### src/design/bir_ram.sv
`default_nettype none
// ---------------------------------------------------------------------------
// bir_ram: simple dual-port synchronous memory
// One write port and one read port, read data registered.
// ---------------------------------------------------------------------------
module bir_ram #(
    parameter int AW = 8,
    parameter int DW = 8
) (
    input  wire logic          clk,
    input  wire logic          we,
    input  wire logic [AW-1:0] waddr,
    input  wire logic [DW-1:0] wdata,
    input  wire logic [AW-1:0] raddr,
    output logic      [DW-1:0] rdata
);

    logic [DW-1:0] mem [0:(1 << AW) - 1];
    logic [DW-1:0] rdata_reg;

    always_ff @(posedge clk)
    begin
        if (we)
        begin
            mem[waddr] <= wdata;
        end
        rdata_reg <= mem[raddr];
    end

    assign rdata = rdata_reg;

endmodule
`default_nettype wire

### config.mk
export PLATFORM = sky130hd
export DESIGN_NAME = bir_ram
export DESIGN_NICKNAME = d
export VERILOG_FILES = /design/src/design/bir_ram.sv
export SDC_FILE = /design/constraint.sdc
export NUM_CORES = 2
export LEC_CHECK = 0
export BUFFER_PORTS_ARGS = -buffer_cell sky130_fd_sc_hd__buf_2
export CORE_ASPECT_RATIO = 1.25
export CORE_MARGIN = 2
export CORE_UTILIZATION = 55
export CTS_CLUSTER_SIZE = 14
export DETAILED_ROUTE_END_ITERATION = 10
export GPL_ROUTABILITY_DRIVEN = 0
export PLACE_DENSITY = 0.74
export SLEW_MARGIN = 0
export SYNTH_ARGS = -nofsm -noshare
export SYNTH_HDL_FRONTEND = slang
export SYNTH_SLANG_ARGS = --single-unit
### constraint.sdc
create_clock -name clk -period 2.34 [get_ports clk]
set_input_delay 0.117 -clock clk [delete_from_list [all_inputs] [get_ports clk]]
set_output_delay 0.117 -clock clk [all_outputs]
set_load 0.005 [all_outputs]
==> results.tsv <==
stage	metric	value	unit
drt	final WL	198000	um
drt	WL/cell	30.6	um
clocking	CTS Root Buffer Type	clkbuf_16	
placed_design	port bufs	33	
pwr	worst vdd ir	592	uV
drt	post-route ant nets	0	
run_status	failing checks	negative setup slack	
worst_setup_path	crit-path cells	mux4_2 -> a22o_1 -> a221oi_2 -> o32ai_1 -> nor3_2 -> nor4_1	
sta	Final Max Slew Viols	0	
worst_setup_path	CP peak stage delay	0.50	ns
floorplanning	die height	429	um
layout	Final Cell Area	92900	um^2
sta	RSZ-0062 raised after global routing	yes	
min_path	hold crit path type	input pin to flop	
yosys	Async S/R FF share, synth	0	%
drt	Via density	6.45	
yosys	Yosys cell types	55	
worst_setup_path	Worst Path Buf+Inv	0	
sta	final worst slack	-0.0558	ns
clocking	CTS max path bufs	3	
worst_setup_path	Crit path required time	3.03	ns
yosys	EDFF count, synth	2048	
clocking	worst skew pair latency	0.82	ns
floorplanning	IO Count	34	
yosys	Synth Register Bits	2056	
yosys	ys flop type	edfxtp_1	
worst_setup_path	crit-path leading delay family	compound AO/OA/AOI/OAI gates	
sta	Tmin final	2.40	ns
drt	via count	41800	
worst_setup_path	worst r2r dst	rdata[3]	
sta	Fin. Hold Viols	0	
worst_setup_path	worst reg2reg startpoint	mem[195][3]	
yosys	Synth top area share	77.3	%
floorplanning	Initial Util	55.2	%
worst_setup_path	slowest cell on the critical path	mux4_2	
placed_design	dpl cell area	87200	um^2
yosys	sequential area share after synthesis	77.5	%
worst_setup_path	Worst setup EP type	flop	
layout	share of layout cells above drive strength 1	31.9	%
min_path	Hold Path Stages	1	
global_route	number of global-route vias before repair	42200	
global_route	Congestion Overflow GR	0	
drt	Starting DRT DRC Count	5901	
global_route	largest net degree at the start of global routing	117	
run_status	run status	complete, but fails checks	
worst_setup_path	crit path kind	flop to flop	
yosys	count leader, synth	edfxtp_1	
global_route	initial antenna violation count	12	
clocking	H-tree Lvls	4	
min_path	hold worst-path end	mem[252][2]	
worst_setup_path	crit path DAT	3.08	ns
floorplanning	Core Area	144000	um^2
sta	Fin Clk Skew	0.0362	ns
layout	max FFs per register	2048	
drt	DRC	0	
layout	# nets final	4462	
global_route	GRT Total Usage	27.1	%
worst_setup_path	r2r worst-path depth	6	
worst_setup_path	kind of start point of the critical path	flop	
yosys	top post-synthesis cells by count	2,048 x edfxtp_1, 454 x mux4_2, 282 x nor2_1, 134 x mux2i_1, 133 x a22oi_1	
layout	final core occ	64.5	%
yosys	Synth Cell Area	79600	um^2
floorplanning	die area	148000	um^2
floorplanning	Core Rows	156	
sta	Slew @ Worst Pin	0.843	ns
layout	Area Overhead vs Synth	16.8	%
sta	Setup-failing EPs final	2	
clocking	total CTS buffers	180	
pwr	PwrDens	783	nW/um^2
yosys	Synthesis Warnings	0	
worst_setup_path	R2R setup slack	-0.06	ns
yosys	top cells by area, synth	edfxtp_1 77%, mux4_2 13%, mux2i_1 1.7%, nor2_1 1.3%, a22oi_1 1.3%	
sta	Slew HR	43.6	%
yosys	Mapped Cells	3733	
yosys	Mean Syn Cell Area	21.3	um^2
min_path	Hold Crit Start	wdata[2]	
floorplanning	die width	344	um
run	max cap viols	0	
layout	filler instances	9083	
clocking	CTS tree	built	
clocking	CTS clk-pin slew, worst paths	0.07	ns
sta	fmax	417	MHz
pwr	Leak	0.0301	uW
yosys	syn_nets	3759	
sta	period utilization	102	%
worst_setup_path	Critical Path Fanout Max	1	
global_route	global-route wire length before repair	288000	um
clocking	Clock Sink Count	2056	
yosys	Synth area leader	edfxtp_1	
placed_design	hpwl dp	130000	um
drt	Initial DRT Pass Iterations	6	
## worst max-delay path by stage
stage                startpoint       end  depth (start not counted)
floorplan              raddr[0]  rdata[2]                          9
global route         mem[27][5]  rdata[5]                          8
detailed placement     raddr[0]  rdata[3]                          9
global placement       raddr[0]  rdata[0]                          9
finish              mem[195][3]  rdata[3]                          6
CTS                  mem[82][3]  rdata[3]                          8
## what timing repair did
item | in CTS | in global routing
pin swaps | 5 | 2
hold endpoints to repair | 464 | 0
endpoints found under the setup margin | 7 | 5
hold buffers | 9 | 0
buffers inserted | 0 | 0
resized for setup | 24 | 8
## area by class of cell
class                   instances  area [um^2]  area share, %
clock buffers                 248         4940           5.31
clock inverters                72          484          0.521
diodes                          4         10.0         0.0108
well taps                    1896         2370           2.55
flip-flops and latches       2056        61700           66.4
multi-input cells            1442        16700           17.9
repair buffers                754         6780           7.29
inverters                       2         7.51        0.00808
## report_power, final
| group | switching (uW) | internal, uW |
|---|---|---|
| Clock | 12700 | 15200 |
| Sequential | 67.7 | 40600 |
| Combinational | 2550 | 1770 |
| Total | 15300 | 57500 |
## layout by cell type (no fill, tap or decap), types with 33 or more instances in the layout
master and instances:
edfxtp_1 2048, buf_4 627, mux4_2 454, nor2_1 279, clkbuf_16 187, mux2i_1 134
a22oi_1 133, a21oi_1 96, buf_12 86, clkbuf_1 58, clkinv_1 45, o221ai_1 45
nand3_1 34, nand2_1 33
## per-layer routing
layer / wire (um) / GRT usage, %
met2: 100000 / 44.9
met5: 88 / 0
met3: 18600 / 5.30
met1: 69700 / 35.2
met4: 9590 / 11.7
## cell families after synthesis
| family | after synthesis | share of synthesized area [%] |
|---|---|---|
| flip-flops | 2056 | 77.5 |
| AO/OA/AOI/OAI | 385 | 3.42 |
| multiplexers | 591 | 14.6 |
| buffers and inverters | 235 | 1.83 |
| AND/OR/NAND/NOR | 466 | 2.63 |
## through the flow
stage,TNS (ns),hold slack (ns),worst slack (ns),std cells,total power (uW)
floorplan,0,0.216,0.285,3733,43400
global placement,-7.63,0.486,-1.41,6139,45500
detailed placement,-6.17,0.480,-1.17,6141,45600
CTS,-0.141,0.00221,-0.120,6470,73000
global route,-0.140,0.0371,-0.0588,6473,74600
finish,-0.0951,0.0466,-0.0558,6474,72800
No activity file was read; power rests on OpenSTA's default activity.
