--- config.mk ---
export PLATFORM = sky130hd
export DESIGN_NAME = bir_summary
export DESIGN_NICKNAME = d
export VERILOG_FILES = /design/src/design/bir_pkg.sv /design/src/design/bir_summary.sv
export SDC_FILE = /design/constraint.sdc
export NUM_CORES = 1
export LEC_CHECK = 0
export ABC_AREA = 1
export BUFFER_PORTS_ARGS = -buffer_cell sky130_fd_sc_hd__buf_2
export CORE_MARGIN = 10
export CORE_UTILIZATION = 35
export CTS_BUF_LIST = sky130_fd_sc_hd__clkbuf_8
export CTS_CLUSTER_SIZE = 25
export DETAILED_ROUTE_END_ITERATION = 8
export PLACE_DENSITY = 0.58
export SYNTH_ARGS = -nofsm -noshare
export SYNTH_HDL_FRONTEND = slang
export SYNTH_SLANG_ARGS = --single-unit
--- constraint.sdc ---
create_clock -name clk -period 3.9 [get_ports clk]
set_clock_uncertainty 0.05 [all_clocks]
set_input_delay 0.975 -clock clk [delete_from_list [all_inputs] [get_ports clk]]
set_output_delay 0.975 -clock clk [all_outputs]
set_load 0.05 [all_outputs]
--- src/design/bir_pkg.sv ---
`default_nettype none
// ---------------------------------------------------------------------------
// bir_pkg: shared constants, codes and types of the record table
// Geometry of the identifier space, operation and status codes, memory
// port bundles and the lowest-set-bit search.
// ---------------------------------------------------------------------------
package bir_pkg;

    localparam int ID_BITS     = 16;
    localparam int GROUP_SIZE  = 256;
    localparam int DATA_BITS   = 64;
    localparam int MIN_ID      = 256;
    localparam int WORD_BITS   = 32;

    localparam int NUM_IDS     = 1 << ID_BITS;
    localparam int WORD_SHIFT  = $clog2(WORD_BITS);
    localparam int GROUP_SHIFT = $clog2(GROUP_SIZE);
    localparam int WADDR_BITS  = ID_BITS - WORD_SHIFT;
    localparam int GADDR_BITS  = ID_BITS - GROUP_SHIFT;
    localparam int NUM_GROUPS  = 1 << GADDR_BITS;
    localparam int SADDR_BITS  = GADDR_BITS - WORD_SHIFT;
    localparam int CNT_BITS    = GROUP_SHIFT + 1;
    localparam int POS_BITS    = ID_BITS + 1;

    // fixed field widths of the stream items
    localparam int MODE_BITS   = 2;
    localparam int KEY_BITS    = 16;
    localparam int XDATA_BITS  = 64;
    localparam int STATUS_BITS = 2;
    localparam int TOTAL_BITS  = 17;

    localparam logic [MODE_BITS-1:0] MODE_ADD    = 2'd0;
    localparam logic [MODE_BITS-1:0] MODE_REMOVE = 2'd1;
    localparam logic [MODE_BITS-1:0] MODE_FIND   = 2'd2;
    localparam logic [MODE_BITS-1:0] MODE_NEXT   = 2'd3;

    localparam logic [STATUS_BITS-1:0] ST_OK       = 2'd0;
    localparam logic [STATUS_BITS-1:0] ST_NOTFOUND = 2'd1;
    localparam logic [STATUS_BITS-1:0] ST_BADID    = 2'd2;

    // valid bitmap memory, one word of WORD_BITS entries per address
    typedef struct packed {
        logic                  we;
        logic [WADDR_BITS-1:0] waddr;
        logic [WORD_BITS-1:0]  wdata;
        logic [WADDR_BITS-1:0] raddr;
    } vw_port_t;

    // per-group entry count memory
    typedef struct packed {
        logic                  we;
        logic [GADDR_BITS-1:0] waddr;
        logic [CNT_BITS-1:0]   wdata;
        logic [GADDR_BITS-1:0] raddr;
    } gc_port_t;

    // record payload memory
    typedef struct packed {
        logic                 we;
        logic [ID_BITS-1:0]   waddr;
        logic [DATA_BITS-1:0] wdata;
        logic [ID_BITS-1:0]   raddr;
    } pl_port_t;

    // update of one group nonempty flag
    typedef struct packed {
        logic                  we;
        logic [GADDR_BITS-1:0] group;
        logic                  flag;
    } sum_upd_t;

    function automatic logic [WORD_SHIFT-1:0] lowest_set(input logic [WORD_BITS-1:0] v);
        logic [WORD_SHIFT-1:0] r;
        r = '0;
        for (int i = WORD_BITS - 1; i >= 0; i--)
        begin
            if (v[i])
            begin
                r = WORD_SHIFT'(i);
            end
        end
        return r;
    endfunction

endpackage
`default_nettype wire

--- src/design/bir_summary.sv ---
`default_nettype none
// ---------------------------------------------------------------------------
// bir_summary: group nonempty flags
// One flag per group in flip-flops, read a word of flags at a time for the
// next-valid search.
// ---------------------------------------------------------------------------
module bir_summary (
    input  wire logic                               clk,
    input  wire logic                               rst_n,
    input  wire bir_pkg::sum_upd_t                  upd,
    input  wire logic [bir_pkg::SADDR_BITS-1:0]     rd_sel,
    output logic      [bir_pkg::WORD_BITS-1:0]      rd_word
);

    logic [bir_pkg::NUM_GROUPS-1:0] flags_reg;
    logic [bir_pkg::NUM_GROUPS-1:0] flags_next;

    always_comb
    begin
        flags_next = flags_reg;
        if (upd.we)
        begin
            flags_next[upd.group] = upd.flag;
        end
    end

    always_ff @(posedge clk or negedge rst_n)
    begin
        if (!rst_n)
        begin
            flags_reg <= '0;
        end
        else
        begin
            flags_reg <= flags_next;
        end
    end

    assign rd_word = flags_reg[{rd_sel, {bir_pkg::WORD_SHIFT{1'b0}}} +: bir_pkg::WORD_BITS];

endmodule
`default_nettype wire

==> results of run 1 <==
-- per-stage QoR --
| stage | cells | hold slack, ns |
|---|---|---|
| 6_report | 2784 | 0.303 |
| 3_5_place_dp | 2704 | 0.408 |
| 4_1_cts | 2782 | 0.316 |
| 3_3_place_gp | 2704 | 0.402 |
| 2_1_floorplan | 2252 | 0.391 |
| 5_1_grt | 2783 | 0.334 |
-- report_power, final --
part / internal, mW / switching (mW) / total [mW]
logic: 0.193 / 0.603 / 0.796
registers: 2.79 / 0.0691 / 2.86
clock network: 1.26 / 1.15 / 2.41
-- synthesized netlist by cell type (all sizes together) --
master,number,share of area [%]
nor2,88,2.4
inv,114,2.9
dfrtp,256,44
nand2,1196,31
clkbuf,109,2.8
o21ai,29,0.99
nand4,116,5.0
buf,76,2.4
nand3,256,8.7
a21oi,12,0.41
-- cell type report --
type,instances,area (um2),area share (%)
Antenna cell,2,5.00,0.0307
Clock buffer,55,757,4.64
Clock inverter,23,90.1,0.553
Inverter,114,430,2.64
Multi-Input combinational cell,1697,7090,43.5
Sequential cell,256,6410,39.3
Tap cell,532,666,4.08
Timing Repair Buffer,105,861,5.28
-- cells by family (layout without fill, tap and decap cells) --
family | after synthesis | count (layout) | share of synthesized area, %
and+or+nand+nor | 1656 | 1656 | 46.7
buffers and inverters | 299 | 297 | 8.16
DFF | 256 | 256 | 43.7
AOI/OAI and AO/OA | 41 | 41 | 1.40
other | 0 | 2 | 0
-- worst max-delay path by stage --
stage / end / depth (start not counted) / slack (ns)
floorplan: rd_word[16] / 9 / 0.73
global placement: rd_word[10] / 10 / 0.49
detailed placement: rd_word[10] / 10 / 0.48
CTS: rd_word[10] / 10 / 0.47
global route: rd_word[10] / 10 / 0.33
finish: rd_word[10] / 10 / 0.46
-- per-layer routing --
layer | vias to the layer above | GRT usage [%] | share of wire, %
met5 | - | 0 | 0.015
met4 | 2 | 4.76 | 1.7
met3 | 69 | 4.70 | 8.6
met2 | 540 | 27.4 | 42
met1 | 6899 | 27.5 | 48
li1 | 6991 | - | -
==> run_results.csv, run 1 <==
group,metric,value,unit
setup_path,crit_arrival,2.41,ns
timing,tns,0,ns
power_and_ir_drop,ir_drop,260,uV
clock_tree,cts_tree,"done",
timing,finalWorstPathRequiredPeriod,3.44,ns
finish,fin_nets,2235,
yosys,syn_inst,2252,
yosys,seq_area_frac_synth,43.7,%
finish,drive_gt1_share,8.31,%
drt,firstDrtPassIters,9,
drt,dr.first_iter.drc_count,1728,
drt,final_antenna_net_count,0,
clock_tree,cts_setup_buffers,0,
timing,finalCritPeriodShare,88.1,%
yosys,yosysWarningCount,0,
drt,viasPerCell,5.21,
timing,hold_viol,0,
global_route,grt-ovfl-total,0,
clock_tree,clock_sinks,256,
drt,routed_wl,48000,um
timing,clock.fmax,0.291,GHz
setup_path,startpoint,"rd_sel[0]",
setup_path,required,2.87,ns
placement,gp_congestion,0.799,
power_and_ir_drop,p_total,6.06,mW
clock_tree,cts_hold_buffers,0,
drt,wire_per_inst,17.2,um
setup_path,reg2reg_setup_slack,3.16,ns
setup_path,cpPeakStageDelay,0.30,ns
drt,drcViolationCount,0,
hold_path,hold_path.class,"primary input to asynchronous set/reset pin",
finish,largest_register_ffs,256,
timing,relSlewSlack,30.2,%
yosys,synth.distinct_cells,14,
setup_path,crit_top_cell,"nand2_1",
timing,rsz0062_at_grt,"no",
floorplan,io_pins,47,
timing,finalSetupViolCount,0,
finish,final_cell_mix,"1196 x nand2_1, 256 x nand3_1, 256 x dfrtp_1, 132 x inv_1, 116 x nand4_1",
placement,io_buffers,46,
finish,n_fill_cell,4442,
timing,worst_pin_slew,1.04,ns
placement,post-place-ws,0.477,ns
finish,final_common_cell,"nand2_1",
floorplan,core,41100,um2
floorplan,rows,74,
placement,placed_area,15400,um2
clock_tree,cts_resized,0,
global_route,grt_usage,18.9,%
clock_tree,htree_levels,2,
clock_tree,clkTransAtPathRegs,0.05,ns
setup_path,worstPathMaxFanout,32,
clock_tree,clock_path_buffers,3,
setup_path,worstSetupPathType,"primary input to output port",
power_and_ir_drop,p_leak,8.65,nW
job,maxCapViolCount,0,
yosys,avgSynthCellArea,6.51,um2
run_status,status,"complete, no violations",
global_route,grt_start_max_net_pins,157,
global_route,antenna_found_initial,3,
floorplan,die_area,50400,um2
setup_path,crit_buf_inv,4,
global_route,grt_pass1_vias,13231,
power_and_ir_drop,p_per_area,372,nW/um2
clock_tree,clk_latency,0.57,ns
setup_path,crit_family,"buffers and inverters",
setup_path,timing.rr.start,"flags_reg[203]",
setup_path,critical_path.cell_chain,"buf_4 -> inv_4 -> buf_12 -> nand2_1 -> nand2_1 -> nand2_1 -> nand2_1 -> nand2_1 -> nand2_1 -> buf_2",
finish,post-route-util,39.7,%
yosys,synth_area,14700,um2
yosys,syn-num-nets,2267,
global_route,grt_pass1_wl,76600,um
setup_path,ff2ff_path_depth,4,
timing,fin_ws,0.463,ns
setup_path,slowest_stage,"buf_2",
clock_tree,cts_root_buf,"clkbuf_8",
drt,num_vias,14501,
placement,dp_hpwl,27500,um
finish,final_cell_area,16300,um2
floorplan,die_height,225,um
yosys,synth-seq-cells,256,
timing,drv_slew,0,
setup_path,cp-end-kind,"output port",
floorplan,die_w,225,um
setup_path,r2r-end,"flags_reg[203]",
finish,area_delta_synth_final,11.3,%
clock_tree,cts_buffers,46,
setup_path,crit_path_start_kind,"primary input",
floorplan,start_util,35.6,%
(Power assumes the default switching activity.)
==> run 2, diff against run 1 <==
Settings changed: ABC_AREA 1 to unset.
==> run_results.csv, run 2 <==
group,metric,value,unit
drt,wire_per_inst,22.4,um
yosys,yosysMostFrequentCell,"mux2_2",
finish,final_common_cell,"mux2_2",
yosys,synth_area_leaders,"dfrtp_1 48%, mux2_2 24%, mux4_2 11%",
finish,fin_nets,1028,
power_and_ir_drop,power_switching,1.62,mW
yosys,synth_edf_count,0,
timing,rsz0062_at_grt,"no",
clock_tree,clock_sinks,256,
drt,viasPerCell,5.60,
clock_tree,clock_path_buffers,3,
power_and_ir_drop,ir_drop,266,uV
finish,drive_gt1_share,49.7,%
drt,final_antenna_net_count,0,
placement,dp_cells,1479,
floorplan,die_area,46500,um2
setup_path,required,2.87,ns
setup_path,crit_arrival,2.50,ns
finish,area_delta_synth_final,11.4,%
power_and_ir_drop,pwr-share-comb,11.6,%
power_and_ir_drop,p_int,4.29,mW
clock_tree,cts_root_buf,"clkbuf_8",
timing,tns,0,ns
global_route,grt_usage,14.8,%
power_and_ir_drop,p_per_area,396,nW/um2
clock_tree,cts_buffers,43,
yosys,yosysWarningCount,0,
setup_path,worstSetupPathType,"primary input to output port",
setup_path,critical_path.cell_chain,"buf_4 -> buf_12 -> mux4_2 -> mux2_2 -> buf_2",
floorplan,core,37800,um2
setup_path,cp-end-kind,"output port",
yosys,syn-num-nets,1040,
finish,final_cell_count_no_fill,1558,
yosys,syn_inst,1025,
placement,placed_area,14100,um2
timing,fin_ws,0.378,ns
finish,final_cell_area,14900,um2
run_status,status,"complete, no violations",
finish,largest_register_ffs,256,
power_and_ir_drop,p_sw_share,27.4,%
setup_path,cpPeakStageDelay,0.53,ns
yosys,synth.distinct_cells,23,
finish,n_fill_cell,3532,
yosys,synth_async_sr_flop_share,100,%
drt,drcViolationCount,0,
drt,num_vias,8724,
floorplan,start_util,35.5,%
finish,final_cell_mix,"285 x mux2_2, 256 x dfrtp_1, 166 x nor3_1, 64 x mux4_2, 64 x nor4_1",
yosys,synth_top_cell_area_share,47.8,%
timing,hold_viol,0,
global_route,grt_start_max_net_pins,93,
setup_path,crit_path_start_kind,"primary input",
setup_path,slowest_stage,"mux4_2",
floorplan,die_w,216,um
power_and_ir_drop,p_clk_share,40.2,%
drt,routed_wl,34900,um
drt,firstDrtPassIters,4,
timing,finalWorstPathRequiredPeriod,3.52,ns
clock_tree,clkTransAtPathRegs,0.06,ns
hold_path,hold_path.class,"primary input to asynchronous set/reset pin",
yosys,ys.flop_type,"dfrtp_1",
timing,worst_pin_slew,1.11,ns
yosys,synth-seq-cells,256,
yosys,synth_top_cell_by_area,"dfrtp_1",
floorplan,io_pins,47,
yosys,seq_area_frac_synth,47.8,%
global_route,grt_pass1_vias,8982,
timing,clock.fmax,0.284,GHz
placement,post-place-ws,0.362,ns
clock_tree,cts_tree,"done",
timing,finalSetupViolCount,0,
global_route,antenna_found_initial,0,
clock_tree,cts_resized,0,
floorplan,rows,71,
power_and_ir_drop,p_leak,6.51,nW
placement,gp_congestion,0.714,
timing,finalCritPeriodShare,90.3,%
timing,relSlewSlack,25.9,%
global_route,grt-ovfl-total,0,
clock_tree,clk_latency,0.56,ns
timing,drv_slew,0,
job,maxCapViolCount,0,
finish,diodes,0,
clock_tree,htree_levels,2,
yosys,synth_area,13400,um2
yosys,synth_commonest_cells,"285 x mux2_2, 256 x dfrtp_1, 166 x nor3_1, 75 x clkbuf_1",
drt,dr.first_iter.drc_count,703,
global_route,grt_pass1_wl,55200,um
clock_tree,cts_setup_buffers,0,
placement,io_buffers,46,
clock_tree,cts_hold_buffers,0,
power_and_ir_drop,power_frac_seq,48.2,%
floorplan,die_height,216,um
setup_path,worstPathMaxFanout,24,
timing,hold_ws,0.375,ns
yosys,avgSynthCellArea,13.1,um2
placement,dp_hpwl,19000,um
run 2: cell types whose count changed after synthesis, moves of 21 or more:
cell and delta:
nand2_1 -1195, buf_2 -21, mux4_2 +64, nand4_1 -115, clkbuf_1 -34, nor2_1 -81, nor3_1 +166, nor4_1 +64
mux2_2 +285, nor3_2 +26, o21ai_0 -29, inv_1 -113, nand3_1 -255
run 2: cell type report:
| type | count | area, um2 | share of cell area [%] |
|---|---|---|---|
| repair buffers | 81 | 637 | 4.27 |
| multi-input cells | 631 | 6400 | 42.9 |
| clock inverters | 28 | 145 | 0.972 |
| clock buffers | 51 | 702 | 4.70 |
| well taps | 511 | 639 | 4.28 |
| flip-flops and latches | 256 | 6410 | 42.9 |
run 2: through the flow:
step / power [mW] / utilization, %
6_report: 5.91 / 39.5
5_1_grt: 6.17 / 39.5
4_1_cts: 5.99 / 39.5
3_5_place_dp: 3.59 / 37.3
3_3_place_gp: 3.58 / 37.3
2_1_floorplan: 3.34 / -
run 2: worst max-delay path: cells and delay by family:
kind                   cells  cell delay [ns]
buffers and inverters      3             0.64
multiplexers               2             0.85
run 2: final timing paths:
path,start,slack (ns),end,cells after the start
max in group asynchronous,rst_n,2.53,flags_reg[6],2
min in group clk,flags_reg[75],0.43,flags_reg[75],1
worst max-delay path,rd_sel[0],0.38,rd_word[1],5
worst max register to register,flags_reg[124],3.08,flags_reg[124],1
worst min-delay path,rst_n,0.38,flags_reg[183],1
worst min register to register,flags_reg[75],0.43,flags_reg[75],1
run 2: metal layers:
metal / GRT usage [%] / routed length (um) / up-vias
met1: 22.0 / 17200 / 4583
met2: 21.2 / 15000 / 247
met5: 0 / 0 / -
met3: 3.26 / 2230 / 49
li1: - / - / 3845
met4: 3.99 / 521 / 0
run 2: kinds of logic (layout without fill, tap and decap cells):
group                  after synthesis  after routing  synth area share, %
and+or+nand+nor                    279            279                 12.7
muxes                              352            352                 35.0
buffers and inverters              138            160                 4.52
DFF                                256            256                 47.8
run 2: power groups by stage:
stage | sequential (mW) | combinational, mW | clock [mW]
2_1_floorplan | 2.87 | 0.469 | 0
3_3_place_gp | 2.89 | 0.687 | 0
3_5_place_dp | 2.89 | 0.694 | 0
4_1_cts | 2.85 | 0.695 | 2.45
5_1_grt | 2.86 | 0.736 | 2.57
6_report | 2.85 | 0.687 | 2.37
==> run 3, diff against run 2 <==
Settings changed: PLACE_DENSITY 0.58 to unset, PLACE_DENSITY_LB_ADDON set to 0.3.
==> run_results.csv, run 3 (synthesis results as in run 2) <==
group,metric,value,unit
floorplan,core,37800,um2
finish,final_cell_area,14900,um2
clock_tree,cts_buffers,43,
power_and_ir_drop,p_sw_share,27.1,%
finish,largest_register_ffs,256,
timing,finalSetupViolCount,0,
setup_path,crit_arrival,2.56,ns
drt,routed_wl,34800,um
clock_tree,cts_resized,0,
floorplan,die_area,46500,um2
finish,diodes,0,
drt,num_vias,8669,
setup_path,crit_path_start_kind,"primary input",
finish,multiInputGateArea,6400,um2
finish,seqCellArea,6410,um2
power_and_ir_drop,ir_drop,297,uV
power_and_ir_drop,p_int,4.29,mW
setup_path,worstSetupPathType,"primary input to output port",
clock_tree,cts_root_buf,"clkbuf_8",
timing,rsz0062_at_grt,"no",
placement,gp_congestion,0.742,
finish,drive_gt1_share,49.9,%
finish,fin_nets,1031,
timing,hold_viol,0,
clock_tree,clock_path_buffers,3,
global_route,grt_pass1_wl,55200,um
floorplan,rows,71,
power_and_ir_drop,p_clk_share,39.9,%
power_and_ir_drop,power_switching,1.59,mW
setup_path,cp-end-kind,"output port",
drt,final_antenna_net_count,0,
placement,dp_hpwl,19200,um
global_route,grt-ovfl-total,0,
floorplan,die_w,216,um
setup_path,worstPathMaxFanout,10,
global_route,grt_pass1_vias,8974,
hold_path,hold_path.class,"primary input to asynchronous set/reset pin",
power_and_ir_drop,p_leak,6.50,nW
finish,final_common_cell,"mux2_2",
clock_tree,cts_hold_buffers,0,
drt,viasPerCell,5.57,
finish,final_cell_mix,"285 x mux2_2, 256 x dfrtp_1, 166 x nor3_1, 64 x mux4_2, 64 x nor4_1",
timing,finalWorstPathRequiredPeriod,3.58,ns
timing,drv_slew,0,
floorplan,die_height,216,um
clock_tree,clkTransAtPathRegs,0.06,ns
clock_tree,clk_latency,0.57,ns
placement,placed_area,14100,um2
global_route,grt_start_max_net_pins,108,
clock_tree,cts_setup_buffers,0,
finish,final_cell_count_no_fill,1556,
timing,clock.fmax,0.279,GHz
floorplan,start_util,35.5,%
drt,firstDrtPassIters,5,
floorplan,io_pins,47,
timing,worst_pin_slew,1.02,ns
drt,dr.first_iter.drc_count,751,
timing,finalCritPeriodShare,91.9,%
power_and_ir_drop,power_frac_seq,48.4,%
power_and_ir_drop,p_total,5.88,mW
setup_path,required,2.87,ns
drt,drcViolationCount,0,
global_route,antenna_found_initial,0,
global_route,grt_usage,14.8,%
timing,tns,0,ns
clock_tree,clock_sinks,256,
placement,dp_cells,1482,
run_status,status,"complete, no violations",
drt,wire_per_inst,22.4,um
clock_tree,cts_tree,"done",
job,maxCapViolCount,0,
finish,area_delta_synth_final,11.4,%
finish,post-route-util,39.5,%
timing,relSlewSlack,32.0,%
power_and_ir_drop,p_per_area,394,nW/um2
power_and_ir_drop,pwr-share-comb,11.6,%
clock_tree,htree_levels,2,
finish,n_fill_cell,3556,
placement,io_buffers,46,
## run 3: cell count changes in the layout (fill, tap and decap cells not counted)
| cell | previous run | this run |
|---|---|---|
| clkinv_2 | 2 | 0 |
| clkbuf_8 | 51 | 55 |
| buf_4 | 26 | 30 |
| buf_12 | 10 | 9 |
| inv_1 | 22 | 19 |
| bufinv_16 | 1 | 0 |
| clkinvlp_4 | 3 | 0 |
## run 3: power groups by stage
stage / Sequential, mW / Combinational (mW) / Clock [mW]
after floorplan: 2.87 / 0.469 / 0
after global placement: 2.89 / 0.685 / 0
after detailed placement: 2.89 / 0.692 / 0
after CTS: 2.85 / 0.693 / 2.42
after global routing: 2.86 / 0.736 / 2.53
final: 2.85 / 0.684 / 2.35
## run 3: area by class of cell
type / count / area share [%]
clock inverters: 19 / 0.478
clock buffers: 55 / 5.07
multi-input cells: 631 / 42.9
repair buffers: 84 / 4.34
well taps: 511 / 4.29
flip-flops and latches: 256 / 42.9
## run 3: through the flow
stage	setup WS (ns)	hold WS, ns
2_1_floorplan	0.477	0.402
3_5_place_dp	0.299	0.422
4_1_cts	0.300	0.405
6_report	0.316	0.400
5_1_grt	0.252	0.461
3_3_place_gp	0.306	0.419
## run 3: layer usage
layer | up-vias | wire length [um] | track usage [%]
li1 | 3843 | - | -
met1 | 4583 | 17100 | 21.9
met2 | 198 | 15600 | 21.6
met3 | 45 | 1570 | 2.76
met4 | 0 | 550 | 3.90
met5 | - | 0 | 0
## run 3: critical path, stage by stage
cell and delay (ns):
buf_4 0.21, buf_4 0.28, mux4_2 0.52, mux2_2 0.33, buf_2 0.23
## run 3: final timing paths
check	start	end	slack, ns	depth (start not counted)
setup / recovery	rd_sel[0]	rd_word[15]	0.32	5
hold / removal	rst_n	flags_reg[152]	0.40	1
setup reg to reg	flags_reg[12]	flags_reg[12]	3.05	1
hold reg to reg	flags_reg[75]	flags_reg[75]	0.44	1
max in group asynchronous	rst_n	flags_reg[70]	2.58	2
min in group clk	flags_reg[75]	flags_reg[75]	0.44	1
