### config.mk
export PLATFORM = sky130hd
export DESIGN_NAME = bir_ctrl
export DESIGN_NICKNAME = d
export VERILOG_FILES = /design/src/design/bir_pkg.sv /design/src/design/bir_ctrl.sv
export SDC_FILE = /design/constraint.sdc
export NUM_CORES = 1
export LEC_CHECK = 0
export BUFFER_PORTS_ARGS = -buffer_cell sky130_fd_sc_hd__buf_2
export CORE_MARGIN = 2
export CORE_UTILIZATION = 37
export DETAILED_ROUTE_END_ITERATION = 10
export GPL_ROUTABILITY_DRIVEN = 1
export HOLD_SLACK_MARGIN = 0.06
export PLACE_DENSITY = 0.59
export SETUP_SLACK_MARGIN = 0.3
export SLEW_MARGIN = 15
export SYNTH_ARGS = -nofsm -noshare
export SYNTH_HDL_FRONTEND = slang
export SYNTH_SLANG_ARGS = --single-unit
### constraint.sdc
create_clock -name clk -period 7.25 [get_ports clk]
set_clock_uncertainty 0.2 [all_clocks]
set_input_delay 0.725 -clock clk [delete_from_list [all_inputs] [get_ports clk]]
set_output_delay 0.725 -clock clk [all_outputs]
set_load 0.005 [all_outputs]
### src/design/bir_pkg.sv
`default_nettype none
// ---------------------------------------------------------------------------
// bir_pkg: shared constants, codes and types of the record table
// Geometry of the identifier space, operation and status codes, memory
// port bundles and the lowest-set-bit search.
// ---------------------------------------------------------------------------
package bir_pkg;

    localparam int ID_BITS     = 16;
    localparam int GROUP_SIZE  = 256;
    localparam int DATA_BITS   = 64;
    localparam int MIN_ID      = 256;
    localparam int WORD_BITS   = 32;

    localparam int NUM_IDS     = 1 << ID_BITS;
    localparam int WORD_SHIFT  = $clog2(WORD_BITS);
    localparam int GROUP_SHIFT = $clog2(GROUP_SIZE);
    localparam int WADDR_BITS  = ID_BITS - WORD_SHIFT;
    localparam int GADDR_BITS  = ID_BITS - GROUP_SHIFT;
    localparam int NUM_GROUPS  = 1 << GADDR_BITS;
    localparam int SADDR_BITS  = GADDR_BITS - WORD_SHIFT;
    localparam int CNT_BITS    = GROUP_SHIFT + 1;
    localparam int POS_BITS    = ID_BITS + 1;

    // fixed field widths of the stream items
    localparam int MODE_BITS   = 2;
    localparam int KEY_BITS    = 16;
    localparam int XDATA_BITS  = 64;
    localparam int STATUS_BITS = 2;
    localparam int TOTAL_BITS  = 17;

    localparam logic [MODE_BITS-1:0] MODE_ADD    = 2'd0;
    localparam logic [MODE_BITS-1:0] MODE_REMOVE = 2'd1;
    localparam logic [MODE_BITS-1:0] MODE_FIND   = 2'd2;
    localparam logic [MODE_BITS-1:0] MODE_NEXT   = 2'd3;

    localparam logic [STATUS_BITS-1:0] ST_OK       = 2'd0;
    localparam logic [STATUS_BITS-1:0] ST_NOTFOUND = 2'd1;
    localparam logic [STATUS_BITS-1:0] ST_BADID    = 2'd2;

    // valid bitmap memory, one word of WORD_BITS entries per address
    typedef struct packed {
        logic                  we;
        logic [WADDR_BITS-1:0] waddr;
        logic [WORD_BITS-1:0]  wdata;
        logic [WADDR_BITS-1:0] raddr;
    } vw_port_t;

    // per-group entry count memory
    typedef struct packed {
        logic                  we;
        logic [GADDR_BITS-1:0] waddr;
        logic [CNT_BITS-1:0]   wdata;
        logic [GADDR_BITS-1:0] raddr;
    } gc_port_t;

    // record payload memory
    typedef struct packed {
        logic                 we;
        logic [ID_BITS-1:0]   waddr;
        logic [DATA_BITS-1:0] wdata;
        logic [ID_BITS-1:0]   raddr;
    } pl_port_t;

    // update of one group nonempty flag
    typedef struct packed {
        logic                  we;
        logic [GADDR_BITS-1:0] group;
        logic                  flag;
    } sum_upd_t;

    function automatic logic [WORD_SHIFT-1:0] lowest_set(input logic [WORD_BITS-1:0] v);
        logic [WORD_SHIFT-1:0] r;
        r = '0;
        for (int i = WORD_BITS - 1; i >= 0; i--)
        begin
            if (v[i])
            begin
                r = WORD_SHIFT'(i);
            end
        end
        return r;
    endfunction

endpackage
`default_nettype wire

### src/design/bir_ctrl.sv
`default_nettype none
// ---------------------------------------------------------------------------
// bir_ctrl: operation sequencer
// Clears the bitmap and group counts after reset, runs read-modify-write for
// add, remove and find, walks summary flags and bitmap words for next, holds the result.
// ---------------------------------------------------------------------------
module bir_ctrl (
    input  wire logic                                clk,
    input  wire logic                                rst_n,
    // request side
    input  wire logic                                s_tvalid,
    output logic                                     s_tready,
    input  wire logic [bir_pkg::MODE_BITS-1:0]       s_mode,
    input  wire logic [bir_pkg::KEY_BITS-1:0]        s_key,
    input  wire logic [bir_pkg::XDATA_BITS-1:0]      s_data,
    // result side
    output logic                                     m_tvalid,
    input  wire logic                                m_tready,
    output logic      [bir_pkg::STATUS_BITS-1:0]     m_status,
    output logic      [bir_pkg::KEY_BITS-1:0]        m_id,
    output logic      [bir_pkg::XDATA_BITS-1:0]      m_data,
    output logic      [bir_pkg::TOTAL_BITS-1:0]      m_count,
    // memories
    output bir_pkg::vw_port_t                        vw,
    input  wire logic [bir_pkg::WORD_BITS-1:0]       vw_rdata,
    output bir_pkg::gc_port_t                        gc,
    input  wire logic [bir_pkg::CNT_BITS-1:0]        gc_rdata,
    output bir_pkg::pl_port_t                        pl,
    input  wire logic [bir_pkg::DATA_BITS-1:0]       pl_rdata,
    // summary flags
    output bir_pkg::sum_upd_t                        sum_upd,
    output logic      [bir_pkg::SADDR_BITS-1:0]      sum_sel,
    input  wire logic [bir_pkg::WORD_BITS-1:0]       sum_word
);

    localparam logic [3:0] S_CLR  = 4'd0;
    localparam logic [3:0] S_IDLE = 4'd1;
    localparam logic [3:0] S_RD   = 4'd2;
    localparam logic [3:0] S_MOD  = 4'd3;
    localparam logic [3:0] S_SUM  = 4'd4;
    localparam logic [3:0] S_WRD  = 4'd5;
    localparam logic [3:0] S_WCHK = 4'd6;
    localparam logic [3:0] S_PAY  = 4'd7;
    localparam logic [3:0] S_OUT  = 4'd8;

    localparam int IW = bir_pkg::ID_BITS;
    localparam int PW = bir_pkg::POS_BITS;

    // control state
    logic [3:0]                        state_reg, state_next;
    logic [bir_pkg::WADDR_BITS-1:0]    clr_reg, clr_next;
    logic [bir_pkg::TOTAL_BITS-1:0]    total_reg, total_next;
    logic                              m_valid_reg, m_valid_next;

    // payload registers
    logic [bir_pkg::MODE_BITS-1:0]     mode_reg, mode_next;
    logic [bir_pkg::KEY_BITS-1:0]      key_reg, key_next;
    logic [bir_pkg::DATA_BITS-1:0]     data_reg, data_next;
    logic [PW-1:0]                     pos_reg, pos_next;
    logic [bir_pkg::STATUS_BITS-1:0]   res_status_reg, res_status_next;
    logic [bir_pkg::KEY_BITS-1:0]      res_id_reg, res_id_next;
    logic [bir_pkg::XDATA_BITS-1:0]    res_data_reg, res_data_next;
    logic [bir_pkg::STATUS_BITS-1:0]   m_status_reg, m_status_next;
    logic [bir_pkg::KEY_BITS-1:0]      m_id_reg, m_id_next;
    logic [bir_pkg::XDATA_BITS-1:0]    m_data_reg, m_data_next;
    logic [bir_pkg::TOTAL_BITS-1:0]    m_count_reg, m_count_next;

    // scan position fields
    logic [bir_pkg::WADDR_BITS-1:0]    pos_word;
    logic [bir_pkg::WORD_SHIFT-1:0]    pos_bit;
    logic [bir_pkg::GADDR_BITS-1:0]    pos_group;
    logic [bir_pkg::WORD_SHIFT-1:0]    grp_bit;
    logic [bir_pkg::GROUP_SHIFT-bir_pkg::WORD_SHIFT-1:0] word_in_grp;

    logic [bir_pkg::WORD_BITS-1:0]     sum_masked;
    logic [bir_pkg::WORD_BITS-1:0]     word_masked;
    logic [bir_pkg::GADDR_BITS-1:0]    sum_hit_grp;
    logic [IW-1:0]                     found_id_w;
    logic [PW-1:0]                     next_sum_base;
    logic [PW-1:0]                     next_word_base;
    logic                              hit_bit;
    logic [bir_pkg::CNT_BITS-1:0]      gc_dec;
    logic                              key_beyond;
    logic                              key_low;
    logic                              accept;
    logic                              out_free;

    assign pos_word    = pos_reg[IW-1:bir_pkg::WORD_SHIFT];
    assign pos_bit     = pos_reg[bir_pkg::WORD_SHIFT-1:0];
    assign pos_group   = pos_reg[IW-1:bir_pkg::GROUP_SHIFT];
    assign grp_bit     = pos_group[bir_pkg::WORD_SHIFT-1:0];
    assign word_in_grp = pos_reg[bir_pkg::GROUP_SHIFT-1:bir_pkg::WORD_SHIFT];
    assign sum_sel     = pos_group[bir_pkg::GADDR_BITS-1:bir_pkg::WORD_SHIFT];

    assign sum_masked  = sum_word & ({bir_pkg::WORD_BITS{1'b1}} << grp_bit);
    assign word_masked = vw_rdata & ({bir_pkg::WORD_BITS{1'b1}} << pos_bit);
    assign sum_hit_grp = {sum_sel, bir_pkg::lowest_set(sum_masked)};
    assign found_id_w  = {pos_word, bir_pkg::lowest_set(word_masked)};
    assign hit_bit     = vw_rdata[pos_bit];
    assign gc_dec      = (gc_rdata != '0) ? gc_rdata - 1'b1 : '0;

    // first id of the following summary word's groups, and first id of the next bitmap word
    assign next_sum_base  = (PW'(sum_sel) + PW'(1))
                            << (bir_pkg::GROUP_SHIFT + bir_pkg::WORD_SHIFT);
    assign next_word_base = (PW'(pos_word) + PW'(1)) << bir_pkg::WORD_SHIFT;

    assign key_beyond = (32'(s_key) >= bir_pkg::NUM_IDS);
    assign key_low    = (32'(s_key) < bir_pkg::MIN_ID);

    assign s_tready = (state_reg == S_IDLE);
    assign accept   = s_tvalid && s_tready;
    assign out_free = !m_valid_reg || m_tready;

    always_comb
    begin
        state_next      = state_reg;
        clr_next        = clr_reg;
        total_next      = total_reg;
        m_valid_next    = m_valid_reg && !m_tready;
        mode_next       = mode_reg;
        key_next        = key_reg;
        data_next       = data_reg;
        pos_next        = pos_reg;
        res_status_next = res_status_reg;
        res_id_next     = res_id_reg;
        res_data_next   = res_data_reg;
        m_status_next   = m_status_reg;
        m_id_next       = m_id_reg;
        m_data_next     = m_data_reg;
        m_count_next    = m_count_reg;

        // memory read addresses follow the scan position by default
        vw.raddr = pos_word;
        gc.raddr = pos_group;
        pl.raddr = pos_reg[IW-1:0];

        vw.we    = 1'b0;
        vw.waddr = pos_word;
        vw.wdata = vw_rdata;
        gc.we    = 1'b0;
        gc.waddr = pos_group;
        gc.wdata = gc_rdata;
        pl.we    = 1'b0;
        pl.waddr = pos_reg[IW-1:0];
        pl.wdata = data_reg;
        sum_upd.we    = 1'b0;
        sum_upd.group = pos_group;
        sum_upd.flag  = 1'b1;

        case (state_reg)
            S_CLR:
            begin
                vw.we    = 1'b1;
                vw.waddr = clr_reg;
                vw.wdata = '0;
                gc.we    = 1'b1;
                gc.waddr = clr_reg[bir_pkg::GADDR_BITS-1:0];
                gc.wdata = '0;
                clr_next = clr_reg + 1'b1;
                if (&clr_reg)
                begin
                    state_next = S_IDLE;
                end
            end

            S_IDLE:
            begin
                if (accept)
                begin
                    mode_next     = s_mode;
                    key_next      = s_key;
                    data_next     = s_data[bir_pkg::DATA_BITS-1:0];
                    res_id_next   = s_key;
                    res_data_next = '0;
                    if (key_beyond)
                    begin
                        pos_next = {1'b1, {IW{1'b0}}};
                    end
                    else
                    begin
                        pos_next = {1'b0, s_key[IW-1:0]};
                    end
                    if (s_mode == bir_pkg::MODE_NEXT)
                    begin
                        state_next = S_SUM;
                    end
                    else if (key_low)
                    begin
                        res_status_next = bir_pkg::ST_BADID;
                        state_next      = S_OUT;
                    end
                    else if (key_beyond)
                    begin
                        res_status_next = bir_pkg::ST_NOTFOUND;
                        state_next      = S_OUT;
                    end
                    else
                    begin
                        state_next = S_RD;
                    end
                end
            end

            S_RD:
            begin
                state_next = S_MOD;
            end

            S_MOD:
            begin
                state_next      = S_OUT;
                res_status_next = bir_pkg::ST_OK;
                res_data_next   = bir_pkg::XDATA_BITS'(pl_rdata);
                case (mode_reg)
                    bir_pkg::MODE_ADD:
                    begin
                        res_data_next = bir_pkg::XDATA_BITS'(data_reg);
                        pl.we         = 1'b1;
                        if (!hit_bit)
                        begin
                            vw.we               = 1'b1;
                            vw.wdata[pos_bit]   = 1'b1;
                            gc.we               = 1'b1;
                            gc.wdata            = gc_rdata + 1'b1;
                            sum_upd.we          = 1'b1;
                            total_next          = total_reg + 1'b1;
                        end
                    end
                    bir_pkg::MODE_REMOVE:
                    begin
                        if (!hit_bit)
                        begin
                            res_status_next = bir_pkg::ST_NOTFOUND;
                            res_data_next   = '0;
                        end
                        else
                        begin
                            vw.we             = 1'b1;
                            vw.wdata[pos_bit] = 1'b0;
                            gc.we             = 1'b1;
                            gc.wdata          = gc_dec;
                            // group goes empty: drop its summary flag
                            sum_upd.we        = (gc_dec == '0);
                            sum_upd.flag      = 1'b0;
                            if (total_reg != '0)
                            begin
                                total_next = total_reg - 1'b1;
                            end
                        end
                    end
                    default:
                    begin
                        if (!hit_bit)
                        begin
                            res_status_next = bir_pkg::ST_NOTFOUND;
                            res_data_next   = '0;
                        end
                    end
                endcase
            end

            S_SUM:
            begin
                if (pos_reg[IW])
                begin
                    res_status_next = bir_pkg::ST_NOTFOUND;
                    res_id_next     = '0;
                    res_data_next   = '0;
                    state_next      = S_OUT;
                end
                else if (|sum_masked)
                begin
                    if (sum_hit_grp != pos_group)
                    begin
                        pos_next = {1'b0, sum_hit_grp, {bir_pkg::GROUP_SHIFT{1'b0}}};
                    end
                    state_next = S_WRD;
                end
                else
                begin
                    pos_next = next_sum_base;
                end
            end

            S_WRD:
            begin
                state_next = S_WCHK;
            end

            S_WCHK:
            begin
                pl.raddr = found_id_w;
                if (|word_masked)
                begin
                    res_id_next = bir_pkg::KEY_BITS'(found_id_w);
                    state_next  = S_PAY;
                end
                else
                begin
                    pos_next = next_word_base;
                    // leaving the group: back to the summary flags
                    if (&word_in_grp)
                    begin
                        state_next = S_SUM;
                    end
                    else
                    begin
                        state_next = S_WRD;
                    end
                end
            end

            S_PAY:
            begin
                res_status_next = bir_pkg::ST_OK;
                res_data_next   = bir_pkg::XDATA_BITS'(pl_rdata);
                state_next      = S_OUT;
            end

            S_OUT:
            begin
                if (out_free)
                begin
                    m_valid_next  = 1'b1;
                    m_status_next = res_status_reg;
                    m_id_next     = res_id_reg;
                    m_data_next   = res_data_reg;
                    m_count_next  = total_reg;
                    state_next    = S_IDLE;
                end
            end

            default:
            begin
                state_next = S_IDLE;
            end
        endcase
    end

    always_ff @(posedge clk or negedge rst_n)
    begin
        if (!rst_n)
        begin
            state_reg   <= S_CLR;
            clr_reg     <= '0;
            total_reg   <= '0;
            m_valid_reg <= 1'b0;
        end
        else
        begin
            state_reg   <= state_next;
            clr_reg     <= clr_next;
            total_reg   <= total_next;
            m_valid_reg <= m_valid_next;
        end
    end

    always_ff @(posedge clk)
    begin
        mode_reg       <= mode_next;
        key_reg        <= key_next;
        data_reg       <= data_next;
        pos_reg        <= pos_next;
        res_status_reg <= res_status_next;
        res_id_reg     <= res_id_next;
        res_data_reg   <= res_data_next;
        m_status_reg   <= m_status_next;
        m_id_reg       <= m_id_next;
        m_data_reg     <= m_data_next;
        m_count_reg    <= m_count_next;
    end

    assign m_tvalid = m_valid_reg;
    assign m_status = m_status_reg;
    assign m_id     = m_id_reg;
    assign m_data   = m_data_reg;
    assign m_count  = m_count_reg;

    // total never exceeds the number of identifiers
    a_total_bound: assert property (@(posedge clk) disable iff (!rst_n)
        total_reg <= bir_pkg::TOTAL_BITS'(bir_pkg::NUM_IDS))
        else $error("record total out of range");

    // only the modify step moves the total
    a_total_only_mod: assert property (@(posedge clk) disable iff (!rst_n)
        (state_reg != S_MOD) |=> $stable(total_reg))
        else $error("record total changed outside modify step");

    // a group that gains an entry cannot already be full
    a_group_not_full: assert property (@(posedge clk) disable iff (!rst_n)
        (state_reg == S_MOD && mode_reg == bir_pkg::MODE_ADD && !hit_bit)
        |-> (gc_rdata < bir_pkg::CNT_BITS'(bir_pkg::GROUP_SIZE)))
        else $error("group count overflow on add");

    // bitmap words are only checked inside the identifier space
    a_scan_in_range: assert property (@(posedge clk) disable iff (!rst_n)
        (state_reg == S_WRD || state_reg == S_WCHK) |-> !pos_reg[IW])
        else $error("bitmap scan past the last identifier");

endmodule
`default_nettype wire

==> impl_metrics.ini, run 1 <==
[run_status]
status = finished clean

[yosys]
yosys.cell_types.count = 91
ys_seq_elements = 297
synthCells = 1443
synthArstFlopShare_pct = 11.1
avgSynthCellArea_um2 = 11.0
ys.flop_type = edfxtp_1
synth_edf_count = 264
syn_nets = 1688
yosysSeqAreaShare_pct = 55.0
syn-cell-area_mm2 = 0.0159
yosys_warnings = 0

[power_and_ir_drop]
p_switching_w = 0.00251
p_int_w = 0.00442
powerDensity_mw_per_mm2 = 351
swShare_pct = 36.2
power.leakage_nw = 8.07
power.clock.fraction_pct = 25.8
seq_power_share_pct = 39.2
vdd_drop_max_v = 0.000204
power_frac_comb_pct = 35.0

[grt]
grt_usage_pct = 23.4
grt_pass1_wl_um = 79700
grt_max_degree = 69
grt_pass1_vias = 13000
antenna_found_initial = 16
gr-total-overflow = 0

[worst_setup_path]
cp-end-kind = output port
required_ps = 6320
r2r_slack_ps = 2940
critPathLaunchType = register
cp.arrival_ps = 4210
criticalPathCategory = register to output port
critPathMaxFanout = 25

[clocking]
post_cts_resized = 0
hold_buffers = 0
clock_latency_ps = 530
clk_pin_slew_ps = 60
numCtsBuffers = 35
cts_htree_levels = 2
cts_tree = built
clock-root-buffer = clkbuf_16
clock_sinks = 297
post_cts_buffers = 0
cts_buffer_depth = 3

[routing]
routedWlPerCell_um = 22.4
drc_errors = 0
drt_iter0_markers = 1146
ant_nets = 0
routed_via_density = 5.65
routed_wl_um = 54700
num_vias = 13800
first_pass_iters = 5

[sta]
finalHoldViolations = 0
rsz0062_at_grt = no
period_minus_slack_ps = 5130
period_share_pct = 70.8
maxSlewViolCount = 0
fmax_mhz = 195
whs_ps = 96.0
tightest_slew_ps = 1010
fin_setup_tns_ps = 0
max_slew_margin_pct = 32.5
finalSetupViolations = 0

[worst_hold_path]
hp-class = input port to asynchronous set/reset pin

[finish]
drive_gt1_share_pct = 33.3
syn_to_final_growth_pct = 23.7
final_net_count = 2122
final_common_cell = buf_2
fillerInstances = 3982
mostFrequentLayoutCells = buf_2, edfxtp_1, nand2_1

[floorplanning]
die_area_mm2 = 0.0447
coreArea_mm2 = 0.0422
top_level_ports = 515
rows = 75
die_x_um = 211
start_util_pct = 37.7
die_h_um = 211

[placed_design]
numPortBuffers = 514
place_hpwl_um = 40200
gp_congestion = 0.943

[flow_run]
drv_cap = 0
final cells by class:
cell class | count | area, um2 | area share (%)
Tap cell | 539 | 674 | 3.42
Antenna cell | 3 | 7.51 | 0.0381
Clock buffer | 46 | 948 | 4.82
Clock inverter | 16 | 213 | 1.08
Timing Repair Buffer | 536 | 2740 | 13.9
Multi-Input combinational cell | 977 | 6240 | 31.7
Inverter | 30 | 114 | 0.578
Sequential cell | 297 | 8750 | 44.5
metrics by stage:
step           power, W  std cells  utilization [%]  setup slack [ps]  instance area (um2)
2_1_floorplan   0.00423       1443                -               889                15900
3_5_place_dp    0.00517       2379             43.8              2730                18500
5_1_grt         0.00731       2442             46.6              1890                19700
3_3_place_gp    0.00513       2379             43.8              2860                18500
4_1_cts         0.00697       2441             46.6              2150                19700
6_report        0.00692       2444             46.6              2120                19700
synth_stat cells, drive strengths merged (27+ instances only):
| master | instances | area, um2 |
|---|---|---|
| edfxtp | 264 | 7930 |
| nand2 | 157 | 599 |
| o21ai | 107 | 536 |
| buf | 102 | 708 |
| nor2 | 99 | 382 |
| a21oi | 84 | 420 |
| a22o | 73 | 639 |
| clkbuf | 37 | 139 |
| dfrtp | 33 | 826 |
| nand3 | 33 | 170 |
| nor3 | 33 | 181 |
| a22oi | 30 | 225 |
| inv | 30 | 113 |
| nand2b | 27 | 169 |
path summary, 6_finish.rpt:
path,startpoint,endpoint,cells after the start
max,pos_reg[1],vw[25],9
min,rst_n,total_reg[13],1
max reg2reg,mode_reg[0],total_reg[16],11
min reg2reg,res_id_reg[3],m_id[3],0
max in group asynchronous,rst_n,clr_reg[1],1
min in group clk,s_data[48],data_reg[48],1
power groups by stage:
stage,clock network [W],logic (W),registers (W)
3_3_place_gp,0,0.00240,0.00273
4_1_cts,0.00183,0.00243,0.00271
5_1_grt,0.00189,0.00267,0.00276
2_1_floorplan,0,0.00155,0.00268
6_report,0.00179,0.00243,0.00271
3_5_place_dp,0,0.00242,0.00275
cell families (layout without fill, tap and decap cells):
kind of cell / count (synthesis) / after routing / share of synthesized area [%]
flip-flops: 297 / 297 / 55.0
other: 0 / 3 / 0
AND/OR/NAND/NOR: 450 / 450 / 14.0
adder cells (fa/ha/maj): 24 / 24 / 1.90
XOR/XNOR: 34 / 34 / 1.87
multiplexers: 16 / 16 / 1.52
buffers and inverters: 169 / 628 / 6.03
AO/OA/AOI/OAI: 453 / 453 / 19.6
worst max-delay path, stage by stage (launching register included):
cell and delay, ps:
edfxtp_1 940, mux4_2 600, o22ai_1 220, a31oi_4 100, nand2_4 300, o21ai_1 180, nor2_2 810, a22oi_1 190
a21oi_1 180, buf_2 130
per-layer routing:
metal  vias up  track usage (%)  routed length [um]
li1       6344                -                   -
met1      6679             29.4               22200
met2       665             40.1               26600
met3       108             4.69                4180
met4         6             8.14                1680
met5         -                0                  39
Power figures use the tool's default switching activity.
==> run 2: changes to the inputs <==
clock period = 4.9 ns   (was 7.25 ns; I/O delays follow)
==> impl_metrics.ini, run 2 (synthesis gave the netlist of run 1 again) <==
[sta]
rsz0062_at_grt = no
finalSetupViolations = 0
max_slew_margin_pct = 42.2
setup_ws_ps = 483
finalHoldViolations = 0
fmax_mhz = 226
whs_ps = 117
period_share_pct = 90.1
maxSlewViolCount = 0
fin_setup_tns_ps = 0
tightest_slew_ps = 867
period_minus_slack_ps = 4420

[worst_setup_path]
cp-end-kind = output port
required_ps = 4210
criticalPathCategory = register to output port
startpoint = pos_reg[1]
path_cells = mux2i_1 > a32o_1 > nor4_4 > nand2_4 > nor2_2 > nand2_2 > nor2_1 > a31oi_1 > buf_2
worstReg2RegStart = pos_reg[1]
slowest_delay_ps = 760
critPathMaxFanout = 22
cpMaxStageDelayCell = edfxtp_1
critPathLaunchType = register
cp.arrival_ps = 3730

[power_and_ir_drop]
powerDensity_mw_per_mm2 = 477
vdd_drop_max_v = 0.000248
power.leakage_nw = 8.70

[floorplanning]
die_h_um = 211
start_util_pct = 37.7
die_x_um = 211
rows = 75
die_area_mm2 = 0.0447
top_level_ports = 515
coreArea_mm2 = 0.0422

[clocking]
clock_sinks = 297
clock_latency_ps = 570
cts_htree_levels = 1
clock-root-buffer = clkbuf_16
cts_tree = built
clk_pin_slew_ps = 70
numCtsBuffers = 31
cts_buffer_depth = 3
post_cts_resized = 0

[finish]
fillerInstances = 3834
multi_input_area_mm2 = 0.00624
syn_to_final_growth_pct = 33.0
drive_gt1_share_pct = 31.4
mostFrequentLayoutCells = buf_2, edfxtp_1, nand2_1
final_common_cell = buf_2
final_net_count = 2286
regArea_mm2 = 0.00875

[routing]
drc_errors = 0
drt_iter0_markers = 1205
routed_via_density = 5.53
first_pass_iters = 6
routed_wl_um = 56400
num_vias = 14400
ant_nets = 0
routedWlPerCell_um = 21.7

[placed_design]
numPortBuffers = 514
gp_congestion = 0.954
place_hpwl_um = 40900
dp_slack_ps = 913

[grt]
grt_max_degree = 65
grt_usage_pct = 23.9
gr-total-overflow = 0
grt_pass1_wl_um = 82900
grt_pass1_vias = 14000
antenna_found_initial = 3

[worst_hold_path]
worstHoldStart = s_key[13]
hp-class = input port to register

[run_status]
status = finished clean

[flow_run]
drv_cap = 0
-- run 2: stage by stage --
step	cell area, um2	total power (W)	utilization [%]	cells
2_1_floorplan	15900	0.00625	-	1443
3_3_place_gp	18600	0.00764	44.1	2389
3_5_place_dp	18600	0.00770	44.1	2389
4_1_cts	21100	0.0101	49.9	2590
5_1_grt	21200	0.0107	50.1	2604
6_report	21200	0.0101	50.1	2604
-- run 2: cell type report --
class                   count  area share [%]
diodes                      3          0.0355
clock inverters            18           0.834
well taps                 539            3.19
inverters                  30           0.538
clock buffers              36            3.75
flip-flops and latches    297            41.4
repair buffers            704            20.8
multi-input cells         977            29.5
-- run 2: path summary, 6_finish.rpt --
kind | end | slack (ps) | cells past startpoint
max | vw[15] | 480 | 9
min | res_id_reg[13] | 120 | 2
max reg2reg | pos_reg[3] | 950 | 10
min reg2reg | m_data[31] | 210 | 0
max in group asynchronous | clr_reg[10] | 3580 | 2
min in group asynchronous | total_reg[13] | 380 | 2
-- run 2: timing repair --
item                       in CTS  in global routing
hold buffers                  146                  0
hold endpoints to repair      187                  0
setup endpoints to repair       1                 25
buffers inserted                1                 11
-- run 2: layer usage --
metal | share of wire, % | GRT usage, %
met1 | 41 | 30.5
met2 | 49 | 41.4
met3 | 7.6 | 4.18
met4 | 2.4 | 6.87
met5 | 0 | 0
-- run 2: worst max-delay path: cells and delay by family (launching register included) --
| family | cells | cell delay, ps |
|---|---|---|
| buffers and inverters | 1 | 180 |
| muxes | 1 | 160 |
| AOI/OAI and AO/OA | 2 | 500 |
| and+or+nand+nor | 5 | 1530 |
| DFF | 1 | 760 |
-- run 2: where the power goes --
part	total, W	internal, W	switching (W)
Combinational	0.00374	0.00146	0.00229
Sequential	0.00406	0.00363	0.000435
Clock	0.00230	0.00131	0.000986
Total	0.0101	0.00639	0.00371
